### src/hdl/assert_macros.svh
// assertion helpers shared by the stencil modules
// each macro checks at the rising edge of clk and is quiet while rst_n is low
`ifndef ASSERT_MACROS_SVH
`define ASSERT_MACROS_SVH

// same-cycle implication
`define ASSERT_SAME(label, ante, cons, msg) \
    label: assert property (@(posedge clk) disable iff (!rst_n) (ante) |-> (cons)) \
        else $error(msg);

// next-cycle implication
`define ASSERT_NEXT(label, ante, cons, msg) \
    label: assert property (@(posedge clk) disable iff (!rst_n) (ante) |=> (cons)) \
        else $error(msg);

`endif

### src/hdl/fpls_pkg.sv
`default_nettype none

package fpls_pkg;

    // field widths
    localparam int SAMPLE_W    = 32;
    localparam int IDX_W       = 10;
    localparam int GRID_W_BITS = 11;
    localparam int SCALE_W     = 32;
    localparam int SUM_W       = 36;
    localparam int MAG_W       = 35;
    localparam int HALF_W      = 16;
    localparam int PROD_W      = MAG_W + HALF_W;
    localparam int CFG_IDX_W   = 1;
    localparam int CFG_DATA_W  = 32;

    // register reset values and limits
    localparam logic [GRID_W_BITS-1:0] GRID_WIDTH_RST = 11'd1024;
    localparam logic [SCALE_W-1:0]     INV_AREA_RST   = 32'h0001_0000;
    localparam int                     MIN_WIDTH      = 3;

    // register indexes
    localparam logic [CFG_IDX_W-1:0] CFG_GRID_WIDTH    = 1'b0;
    localparam logic [CFG_IDX_W-1:0] CFG_INV_CELL_AREA = 1'b1;

    // centre weight of the stencil is four, applied as a shift
    localparam int CENTER_SHIFT = 2;

    // rounding constant for the Q16.16 product
    localparam logic [HALF_W-1:0] ROUND_HALF = 16'h8000;

    // saturation bounds
    localparam logic [SAMPLE_W-1:0] SAT_POS = 32'h7FFF_FFFF;
    localparam logic [SAMPLE_W-1:0] SAT_NEG = 32'h8000_0000;

    typedef struct packed {
        logic signed [SAMPLE_W-1:0] sample;
        logic                       frame_start;
    } fpls_item_t;

    typedef struct packed {
        logic signed [SAMPLE_W-1:0] laplacian_value;
        logic [IDX_W-1:0]           interior_row;
        logic [IDX_W-1:0]           interior_col;
        logic                       last_point;
    } fpls_result_t;

    // position tag of an interior point
    typedef struct packed {
        logic [IDX_W-1:0] row;
        logic [IDX_W-1:0] col;
        logic             last;
    } fpls_pos_t;

    // unscaled stencil sum with its tag
    typedef struct packed {
        logic signed [SUM_W-1:0] sum;
        fpls_pos_t               pos;
    } fpls_sum_t;

endpackage

`default_nettype wire

### src/hdl/fpls_ctrl.sv
`default_nettype none
`include "assert_macros.svh"

module fpls_ctrl #(
    parameter int AW        = 10,
    parameter int WW        = 11
) (
    input  logic              clk,
    input  logic              rst_n,
    input  logic              acc,
    input  logic              frame_start,
    input  logic [WW-1:0]     w_eff,
    output logic [AW-1:0]     addr,
    output logic              hit,
    output fpls_pkg::fpls_pos_t pos
);

    import fpls_pkg::*;

    logic [AW-1:0] row_reg, row_next;
    logic [AW-1:0] col_reg, col_next;
    logic [WW-1:0] r_ext, c_ext;
    logic [AW-1:0] r_cur, c_cur;

    // position of the sample in this beat
    always_comb
    begin
        r_cur = frame_start ? '0 : row_reg;
        c_cur = frame_start ? '0 : col_reg;
        r_ext = WW'(r_cur);
        c_ext = WW'(c_cur);
        addr  = c_cur;
        hit   = (r_ext >= WW'(2)) && (c_ext >= WW'(2)) && (r_ext < w_eff) && (c_ext < w_eff);
        pos.row  = IDX_W'(r_ext - WW'(2));
        pos.col  = IDX_W'(c_ext - WW'(2));
        pos.last = (r_ext == w_eff - WW'(1)) && (c_ext == w_eff - WW'(1));
    end

    // raster advance with wrap at the grid edge
    always_comb
    begin
        row_next = row_reg;
        col_next = col_reg;
        if (acc)
        begin
            if (c_ext + WW'(1) >= w_eff)
            begin
                col_next = '0;
                row_next = (r_ext + WW'(1) >= w_eff) ? '0 : AW'(r_ext + WW'(1));
            end
            else
            begin
                col_next = AW'(c_ext + WW'(1));
                row_next = r_cur;
            end
        end
    end

    always_ff @(posedge clk or negedge rst_n)
    begin
        if (!rst_n)
        begin
            row_reg <= '0;
            col_reg <= '0;
        end
        else
        begin
            row_reg <= row_next;
            col_reg <= col_next;
        end
    end

    `ASSERT_NEXT(a_wrap_after_last, acc && hit && pos.last, row_reg == '0 && col_reg == '0, "position did not wrap after last point")

endmodule

`default_nettype wire

### config.mk
export PLATFORM = sky130hd
export DESIGN_NAME = fpls_ctrl
export DESIGN_NICKNAME = d
export VERILOG_FILES = /design/src/hdl/fpls_pkg.sv /design/src/hdl/fpls_ctrl.sv
export VERILOG_INCLUDE_DIRS = /design/src /design/src/hdl
export SDC_FILE = /design/constraint.sdc
export NUM_CORES = 1
export LEC_CHECK = 0
export ABC_AREA = 1
export BUFFER_PORTS_ARGS = -buffer_cell sky130_fd_sc_hd__buf_2
export CAP_MARGIN = 20
export CORE_MARGIN = 2
export CORE_UTILIZATION = 60
export DETAILED_ROUTE_END_ITERATION = 12
export PLACE_DENSITY = 0.87
export SYNTH_ARGS = -nofsm -noshare
export SYNTH_HDL_FRONTEND = slang
export SYNTH_SLANG_ARGS = --single-unit
### constraint.sdc
create_clock -name clk -period 4.4 [get_ports clk]
set_clock_uncertainty 0.15 [all_clocks]
set_input_delay 0 -clock clk [delete_from_list [all_inputs] [get_ports clk]]
set_output_delay 0 -clock clk [all_outputs]
set_load 0.1 [all_outputs]
==> run_results.csv <==
group,metric,value,unit
status,outcome,"finished, final reports clean",
timing,fin_crit,3.391,ns
cts,insertion_delay,0.27,ns
global_route,grt_pass1_wl,16.18,mm
cts,cts_resized,0,
logic_synthesis,ys_warn_count,0,
finish,syn2layout_area_growth,12.24,%
finish,final_common_cell,"nand2_1",
drt,drt_first_pass_iters,5,
global_route,grt_pass1_vias,3363,
cts,postCtsSetupRepairBufs,0,
global_route,overflow,0,
logic_synthesis,yosysUniqueCellTypes,30,
timing,worstMarginPinSlew,0.4858,ns
drt,via_per_inst,5.687,
timing,maxSlewViolCount,0,
power_and_ir_drop,power_density,209.7,nW/um^2
cts,cts.sinks,20,
finish,final_util,69.43,%
timing,setup_violations,0,
die,fp.coreArea,5107,sq um
power_and_ir_drop,vdd_drop_max,0.0001789,V
die,io_pins,47,
placement,dp_hpwl,7.736,mm
placement,io_buffers,46,
cts,hold_buffers,2,
setup_path,worst-r2r-cell-count,21,
global_route,antenna_found_initial,0,
drt,ant_nets,0,
power_and_ir_drop,p_leak,2.114,nW
drt,drc,0,
cts,ctsRootBufferMaster,"clkbuf_8",
global_route,grt_use_total,34.38,%
setup_path,timing.rr.start,"col_reg[2]",
drt,wl,9.842,mm
drt,vias,3651,
setup_path,crit_type,"register to register",
finish,final_nets,635,
timing,tns,0,ns
finish,n_antenna_cell,0,
setup_path,critPathCaptureType,"register",
setup_path,r2r-end,"row_reg[2]",
die,die-width,76.57,um
min_path,hold_path_class,"primary input to asynchronous set/reset pin",
logic_synthesis,syn_inst,523,
cts,cts_buffers,3,
logic_synthesis,syn_area_per_cell,6.041,sq um
drt,wire_per_inst,15.33,um
die,dieArea,5862,sq um
timing,clock.fmax,0.2949,GHz
timing,fin_crit_sh,77.07,%
die,die_h,76.57,um
logic_synthesis,synth_fp_nets,585,
setup_path,crit_path_max_fanout,6,
timing,slew_headroom,67.61,%
cts,cts_tree,"built",
cts,clock_path_buffers,2,
drt,drt_iter0_drc,359,
setup_path,cp.arrival,3.46,ns
setup_path,required,4.47,ns
logic_synthesis,syn_area,3159,sq um
logic_synthesis,synth_seq_cells,20,
setup_path,critPathLaunchType,"register",
global_route,grt_max_degree,21,
finish,final_cell_mix,"nand2_1, inv_1, nor2_1",
timing,timing.hold.ws,0.06620,ns
die,rows,26,
job,drv_cap,0,
timing,rsz0062_at_grt,"false",
cts,clkTransAtPathRegs,0.09,ns
cts,htree_levels,1,
setup_path,rrSetupSlack,1.01,ns
finish,drive_gt1_share,13.99,%
placement,place_congestion,0.9664,
logic_synthesis,ys_seq_area_share,15.84,%
die,start_util,61.86,%
timing,hold_viol_final,0,
per-stage QoR:
| step | area, sq um | total power [W] | setup WS (ns) | cells |
|---|---|---|---|---|
| finish | 3546 | 0.0007434 | 1.009 | 642 |
| global route | 3546 | 0.0007766 | 0.6270 | 642 |
| CTS | 3546 | 0.0007394 | 1.049 | 642 |
| detailed placement | 3455 | 0.0005479 | 0.8805 | 636 |
| global placement | 3455 | 0.0005430 | 1.031 | 636 |
| floorplan | 3159 | 0.0004721 | 0.1914 | 523 |
final cells by class:
class,instances,area [sq um]
well taps,70,87.58
fillers,462,1562
clock inverters,1,30.03
multi-input cells,412,2302
inverters,87,326.6
repair buffers,49,257.7
flip-flops and latches,20,500.5
clock buffers,3,41.29
where the power goes:
part,internal [W],switching (W)
Clock,0.000122,0.0000714
Combinational,0.0000713,0.000284
Sequential,0.000190,0.00000454
Total,0.000383,0.000360
critical path, cell delays in order, from the launching register on:
cell and delay [ns]:
dfrtp_1 0.39, nand2_2 0.11, inv_1 0.14, ha_1 0.16, inv_1 0.05, nor2_1 0.17
nand3_2 0.12, nor2_2 0.14, nand2_1 0.08, o21ai_1 0.12, nand2_1 0.08, inv_1 0.06
ha_1 0.21, nand2_1 0.10, inv_1 0.05, a21oi_1 0.14, nand2_1 0.07, nor2_1 0.21
nand2_1 0.20, o21ai_1 0.42, nand2_1 0.09, nand2_1 0.08
per-layer routing:
layer	up-vias	GRT usage, %	part of all wire [%]
li1	1768	-	-
met1	1652	47.57	44
met2	211	55.22	44
met3	20	4.621	10
met4	0	11.45	2.0
met5	-	0	0
synth_stat cells:
cell,instances,share of area (%)
buf_4,2,0.48
buf_6,1,0.36
nor3b_1,1,0.24
xor2_1,18,5.0
nand2_2,5,0.99
clkbuf_1,1,0.12
inv_2,9,1.1
a21oi_1,19,3.0
o21ai_0,9,1.4
o21ai_1,6,0.95
o21a_1,1,0.24
o2111ai_1,1,0.28
nand2_1,158,19
nor2_4,1,0.36
nor2_1,55,6.5
inv_1,78,9.3
and3_1,1,0.20
nand3_1,51,8.1
nand3_2,1,0.32
o22ai_1,7,1.4
a21boi_1,1,0.24
xnor2_1,2,0.55
nand4_1,9,1.8
a21o_1,1,0.24
nor3_2,2,0.63
a21boi_0,1,0.24
dfrtp_1,20,16
ha_1,47,19
nor3_1,4,0.63
nor2_2,11,2.2
how the worst max path moves through the flow:
stage,depth (start not counted),start,endpoint
floorplan,13,row_reg[0],pos[0]
global placement,20,frame_start,row_reg[5]
detailed placement,18,frame_start,row_reg[5]
CTS,21,col_reg[2],row_reg[5]
global route,21,col_reg[2],row_reg[4]
finish,21,col_reg[2],row_reg[2]
cell families after synthesis:
family | Yosys count | synth area share (%)
AOI/OAI and AO/OA | 46 | 8.000
xor gates and xnor gates | 20 | 5.545
DFF | 20 | 15.84
adders and majority gates | 47 | 18.61
and+or+nand+nor | 299 | 40.71
buffers and inverters | 91 | 11.29
No activity file was read; power rests on OpenSTA's default activity.
