## src/hdl/assert_macros.svh

```systemverilog
// assertion helpers shared by the stencil modules
// each macro checks at the rising edge of clk and is quiet while rst_n is low
`ifndef ASSERT_MACROS_SVH
`define ASSERT_MACROS_SVH

// same-cycle implication
`define ASSERT_SAME(label, ante, cons, msg) \
    label: assert property (@(posedge clk) disable iff (!rst_n) (ante) |-> (cons)) \
        else $error(msg);

// next-cycle implication
`define ASSERT_NEXT(label, ante, cons, msg) \
    label: assert property (@(posedge clk) disable iff (!rst_n) (ante) |=> (cons)) \
        else $error(msg);

`endif

```

## src/hdl/fpls_pkg.sv

```systemverilog
`default_nettype none

package fpls_pkg;

    // field widths
    localparam int SAMPLE_W    = 32;
    localparam int IDX_W       = 10;
    localparam int GRID_W_BITS = 11;
    localparam int SCALE_W     = 32;
    localparam int SUM_W       = 36;
    localparam int MAG_W       = 35;
    localparam int HALF_W      = 16;
    localparam int PROD_W      = MAG_W + HALF_W;
    localparam int CFG_IDX_W   = 1;
    localparam int CFG_DATA_W  = 32;

    // register reset values and limits
    localparam logic [GRID_W_BITS-1:0] GRID_WIDTH_RST = 11'd1024;
    localparam logic [SCALE_W-1:0]     INV_AREA_RST   = 32'h0001_0000;
    localparam int                     MIN_WIDTH      = 3;

    // register indexes
    localparam logic [CFG_IDX_W-1:0] CFG_GRID_WIDTH    = 1'b0;
    localparam logic [CFG_IDX_W-1:0] CFG_INV_CELL_AREA = 1'b1;

    // centre weight of the stencil is four, applied as a shift
    localparam int CENTER_SHIFT = 2;

    // rounding constant for the Q16.16 product
    localparam logic [HALF_W-1:0] ROUND_HALF = 16'h8000;

    // saturation bounds
    localparam logic [SAMPLE_W-1:0] SAT_POS = 32'h7FFF_FFFF;
    localparam logic [SAMPLE_W-1:0] SAT_NEG = 32'h8000_0000;

    typedef struct packed {
        logic signed [SAMPLE_W-1:0] sample;
        logic                       frame_start;
    } fpls_item_t;

    typedef struct packed {
        logic signed [SAMPLE_W-1:0] laplacian_value;
        logic [IDX_W-1:0]           interior_row;
        logic [IDX_W-1:0]           interior_col;
        logic                       last_point;
    } fpls_result_t;

    // position tag of an interior point
    typedef struct packed {
        logic [IDX_W-1:0] row;
        logic [IDX_W-1:0] col;
        logic             last;
    } fpls_pos_t;

    // unscaled stencil sum with its tag
    typedef struct packed {
        logic signed [SUM_W-1:0] sum;
        fpls_pos_t               pos;
    } fpls_sum_t;

endpackage

`default_nettype wire

```

## src/hdl/fpls_scale.sv

```systemverilog
`default_nettype none
`include "assert_macros.svh"

module fpls_scale (
    input  logic                              clk,
    input  logic                              rst_n,
    input  logic                              sum_valid,
    output logic                              sum_ready,
    input  fpls_pkg::fpls_sum_t               sum_in,
    input  logic [fpls_pkg::SCALE_W-1:0]      scale,
    output logic                              result_valid,
    input  logic                              result_ready,
    output fpls_pkg::fpls_result_t            result
);

    import fpls_pkg::*;

    // magnitude stage
    logic             v3_reg;
    logic             s3_neg_reg;
    logic [MAG_W-1:0] s3_mag_reg;
    fpls_pos_t        s3_pos_reg;

    // partial product stage
    logic              v4_reg;
    logic              s4_neg_reg;
    logic [PROD_W-1:0] s4_hi_reg;
    logic [PROD_W-1:0] s4_lo_reg;
    fpls_pos_t         s4_pos_reg;

    // output register
    logic         vo_reg;
    fpls_result_t out_reg;

    logic rdy_o, rdy4, rdy3;
    logic load3, load4, load_o;
    logic signed [SUM_W-1:0] mag_full;
    logic [PROD_W:0]         lo_round;
    logic [PROD_W:0]         prod_sum;
    logic [SAMPLE_W-1:0]     sat_val;

    assign rdy_o     = !vo_reg || result_ready;
    assign rdy4      = !v4_reg || rdy_o;
    assign rdy3      = !v3_reg || rdy4;
    assign sum_ready = rdy3;
    assign load3     = sum_valid && rdy3;
    assign load4     = v3_reg && rdy4;
    assign load_o    = v4_reg && rdy_o;

    assign result_valid = vo_reg;
    assign result       = out_reg;

    // absolute value of the sum
    assign mag_full = (sum_in.sum < 0) ? -sum_in.sum : sum_in.sum;

    // recombine partial products, round half away from zero, saturate
    always_comb
    begin
        lo_round = {1'b0, s4_lo_reg} + (PROD_W + 1)'(ROUND_HALF);
        prod_sum = {1'b0, s4_hi_reg} + (PROD_W + 1)'(lo_round[PROD_W:HALF_W]);
        if (s4_neg_reg)
        begin
            if (prod_sum >= (PROD_W + 1)'(SAT_NEG))
            begin
                sat_val = SAT_NEG;
            end
            else
            begin
                sat_val = '0 - prod_sum[SAMPLE_W-1:0];
            end
        end
        else
        begin
            if (prod_sum > (PROD_W + 1)'(SAT_POS))
            begin
                sat_val = SAT_POS;
            end
            else
            begin
                sat_val = prod_sum[SAMPLE_W-1:0];
            end
        end
    end

    always_ff @(posedge clk or negedge rst_n)
    begin
        if (!rst_n)
        begin
            v3_reg <= 1'b0;
            v4_reg <= 1'b0;
            vo_reg <= 1'b0;
        end
        else
        begin
            if (rdy3)
            begin
                v3_reg <= sum_valid;
            end
            if (rdy4)
            begin
                v4_reg <= v3_reg;
            end
            if (rdy_o)
            begin
                vo_reg <= v4_reg;
            end
        end
    end

    // payload registers
    always_ff @(posedge clk)
    begin
        if (load3)
        begin
            s3_neg_reg <= sum_in.sum < 0;
            s3_mag_reg <= MAG_W'(mag_full);
            s3_pos_reg <= sum_in.pos;
        end
        if (load4)
        begin
            s4_neg_reg <= s3_neg_reg;
            s4_hi_reg  <= PROD_W'(s3_mag_reg) * PROD_W'(scale[SCALE_W-1:HALF_W]);
            s4_lo_reg  <= PROD_W'(s3_mag_reg) * PROD_W'(scale[HALF_W-1:0]);
            s4_pos_reg <= s3_pos_reg;
        end
        if (load_o)
        begin
            out_reg.laplacian_value <= sat_val;
            out_reg.interior_row    <= s4_pos_reg.row;
            out_reg.interior_col    <= s4_pos_reg.col;
            out_reg.last_point      <= s4_pos_reg.last;
        end
    end

    `ASSERT_NEXT(a_product_held, v4_reg && !rdy_o, v4_reg, "product stage dropped under stall")
    `ASSERT_SAME(a_zero_mag_zero_out, load_o && s4_hi_reg == '0 && s4_lo_reg == '0, sat_val == '0, "zero product gave nonzero result")

endmodule

`default_nettype wire
```

## config.mk

```make
export PLATFORM = sky130hd
export DESIGN_NAME = fpls_scale
export DESIGN_NICKNAME = d
export VERILOG_FILES = /design/src/hdl/fpls_pkg.sv /design/src/hdl/fpls_scale.sv
export VERILOG_INCLUDE_DIRS = /design/src /design/src/hdl
export SDC_FILE = /design/constraint.sdc
export NUM_CORES = 2
export LEC_CHECK = 0
export BUFFER_PORTS_ARGS = -buffer_cell sky130_fd_sc_hd__buf_2
export CORE_AREA = 2 2 282 284
export CTS_BUF_LIST = sky130_fd_sc_hd__clkbuf_4 sky130_fd_sc_hd__clkbuf_8 sky130_fd_sc_hd__clkbuf_16
export CTS_CLUSTER_DIAMETER = 80
export CTS_CLUSTER_SIZE = 14
export DETAILED_ROUTE_END_ITERATION = 10
export DIE_AREA = 0 0 284 286
export PLACE_DENSITY_LB_ADDON = 0.25
export SYNTH_ARGS = -nofsm -noshare
export SYNTH_HDL_FRONTEND = slang
export SYNTH_SLANG_ARGS = --single-unit
```

## constraint.sdc

```tcl
create_clock -name clk -period 8.2 [get_ports clk]
set_clock_uncertainty 0.1 [all_clocks]
set_input_delay 1.64 -clock clk [delete_from_list [all_inputs] [get_ports clk]]
set_output_delay 1.64 -clock clk [all_outputs]
set_load 0.1 [all_outputs]
```

==> out/metrics.cfg <==
[placed_design]
io_buffers = 147
dp_cells = 6287
pre_cts_slack_ns = -0.457
place_congestion = 0.975
dp_hpwl_um = 101000

[sta]
worst_pin_slew_ns = 1.34
max_freq_ghz = 0.127
post-route-period-util_pct = 96.0
slew_violations = 0
setup_viol = 0
period_needed_ns = 7.87
tns_ns = 0
fin_ws_ns = 0.329
grt_setup_unrepaired = false
hold_violations = 0
maxSlewHeadroom_pct = 11.0

[clock_tree]
cts_made_buffers = 25
htreeDepth = 1
clk_pin_slew_ns = 0.06
cts_tree = done
clock_latency_ns = 0.59
post-cts-setup-buffer-count = 0
cts_root_buf = clkbuf_16
cts_buffer_depth = 3
clock-sinks = 222

[worst_setup_path]
r2r_setup_slack_ns = 0.52
r2r_end = s4_hi_reg[48]$_DFFE_PP_
cpMaxStageDelayCell = fa_1
arrival_ns = 8.12
r2r-start = s3_mag_reg[16]$_DFFE_PP_
slowest_delay_ns = 0.53
rr_worst_depth = 22
crit_path_end = s4_lo_reg[50]$_DFFE_PP_
setup.worst_path.start = scale[4]
cp.required_ns = 8.45
worst_setup_path_start_kind = primary input
worst-setup-path-type = in -> reg
crit_path_max_fanout = 11
end_kind = flop

[run_status]
status = completed

[global_route]
first_global_vias = 37400
grt_max_degree = 70
grt_pass1_wl_um = 196000
grt_overflow = 0
grt_util_all_layers_pct = 30.7
antenna_found_initial = 10

[final_layout]
final_common_cell = inv_1
drive_above_1_share_pct = 10.5
instances_no_fill = 6336
largest_register_ffs = 53
nets = 6560
final_util_pct = 65.1
nFillCells = 6416
final_cell_mix = inv_1, fa_1, nand2_1
syn_to_final_growth_pct = 9.38

[detailed_routing]
finalWirelength_um = 122000
vias = 35400
wl_per_cell_um = 19.2
drc = 0
viasPerCell = 5.59
firstDrtPassIters = 5
postRouteAntennaNets = 0
first_iter_violations = 2434

[die]
row_count = 103
dieArea_um2 = 81200
die_x_um = 284
start_util_pct = 59.5
ios = 148
die-height_um = 286
core-area_um2 = 78400

[hold_path]
min_path_type = reg -> reg

[synthesis]
synth.distinct_cells = 92
syn_inst = 5049
synthArstFlopShare_pct = 1.35
synth_nets = 6345
synth_flop_cell = edfxtp_1
syn_area_um2 = 46600
synth_edf_count = 219
seq_area_frac_synth_pct = 14.3
synth_seq_cells = 222
synth.yosys.warnings = 0
synth.avg_cell_area_um2 = 9.23

[flow_run]
maxCapViolations = 0

[layer usage]
metal / GRT usage (%) / vias up / wire (µm)
met5: 0 / - / 81
met4: 11.3 / 12 / 5220
met3: 6.95 / 325 / 11400
met2: 50.5 / 1503 / 57100
met1: 40.2 / 17700 / 47900
li1: - / 15900 / -
[final cells by class]
cell class	instances	area (µm²)	share of cell area (%)
Clock inverter	11	131	0.258
Timing Repair Buffer	463	3260	6.39
Clock buffer	35	701	1.37
Inverter	1003	3760	7.38
Tap cell	1050	1310	2.58
Antenna cell	3	7.51	0.0147
Sequential cell	222	6650	13.0
Multi-Input combinational cell	3549	35200	69.0
[stage by stage]
step / cell area, µm² / hold WS [ns]
final: 51000 / 0.313
after global routing: 51000 / 0.317
after detailed placement: 50100 / 0.305
after CTS: 51000 / 0.316
after floorplan: 46600 / 0.300
after global placement: 50100 / 0.301
[critical path: cells and delay by family]
family | cells | cell delay [ns]
AO/OA/AOI/OAI | 8 | 1.25
buffers and inverters | 11 | 1.46
adder cells (fa/ha/maj) | 7 | 3.25
AND/OR/NAND/NOR | 4 | 0.51
[Yosys cell counts (17+ instances only)]
cell | count | area, µm²
inv_1 | 1002 | 3760
fa_1 | 920 | 18400
nand2_1 | 786 | 2950
and2_1 | 487 | 3050
ha_1 | 283 | 3540
clkbuf_1 | 263 | 987
edfxtp_1 | 219 | 6580
a21oi_1 | 139 | 696
xnor2_1 | 126 | 1100
o21ai_0 | 114 | 571
nor2_1 | 96 | 360
a21o_1 | 75 | 563
xor2_1 | 56 | 490
nand3_1 | 48 | 240
nand4_1 | 39 | 244
nor3_1 | 37 | 185
and3_1 | 29 | 181
nand2b_1 | 21 | 131
o21bai_1 | 20 | 150
a31oi_1 | 18 | 113
or3_1 | 18 | 113
o31ai_1 | 17 | 128
[worst min path at each step]
| stage | start | to | cells after the start |
|---|---|---|---|
| floorplan | s4_pos_reg[0]$_DFFE_PP_ | result[0]$_DFFE_PP_ | 0 |
| finish | s3_pos_reg[3]$_DFFE_PP_ | s4_pos_reg[3]$_DFFE_PP_ | 0 |
| global placement | s3_pos_reg[16]$_DFFE_PP_ | s4_pos_reg[16]$_DFFE_PP_ | 0 |
| CTS | s3_pos_reg[3]$_DFFE_PP_ | s4_pos_reg[3]$_DFFE_PP_ | 0 |
| global route | s3_pos_reg[3]$_DFFE_PP_ | s4_pos_reg[3]$_DFFE_PP_ | 0 |
| detailed placement | s3_pos_reg[16]$_DFFE_PP_ | s4_pos_reg[16]$_DFFE_PP_ | 0 |
[kinds of logic after synthesis]
kind of cell | Yosys count | share of synthesized area, %
xor gates and xnor gates | 185 | 3.52
AOI/OAI and AO/OA | 513 | 7.24
adders and majority gates | 1203 | 47.1
DFF | 222 | 14.3
and+or+nand+nor | 1640 | 17.3
buffers and inverters | 1278 | 10.4
muxes | 8 | 0.177
[timing repair]
action | CTS | global route
hold buffers | 0 | 0
gates resized for setup | 0 | 3
setup endpoints to repair | 0 | 12
endpoints found under the hold margin | 0 | 0
Power is not shown: default switching activity piles up to over one toggle a cycle in this logic, so the estimate is an artifact.
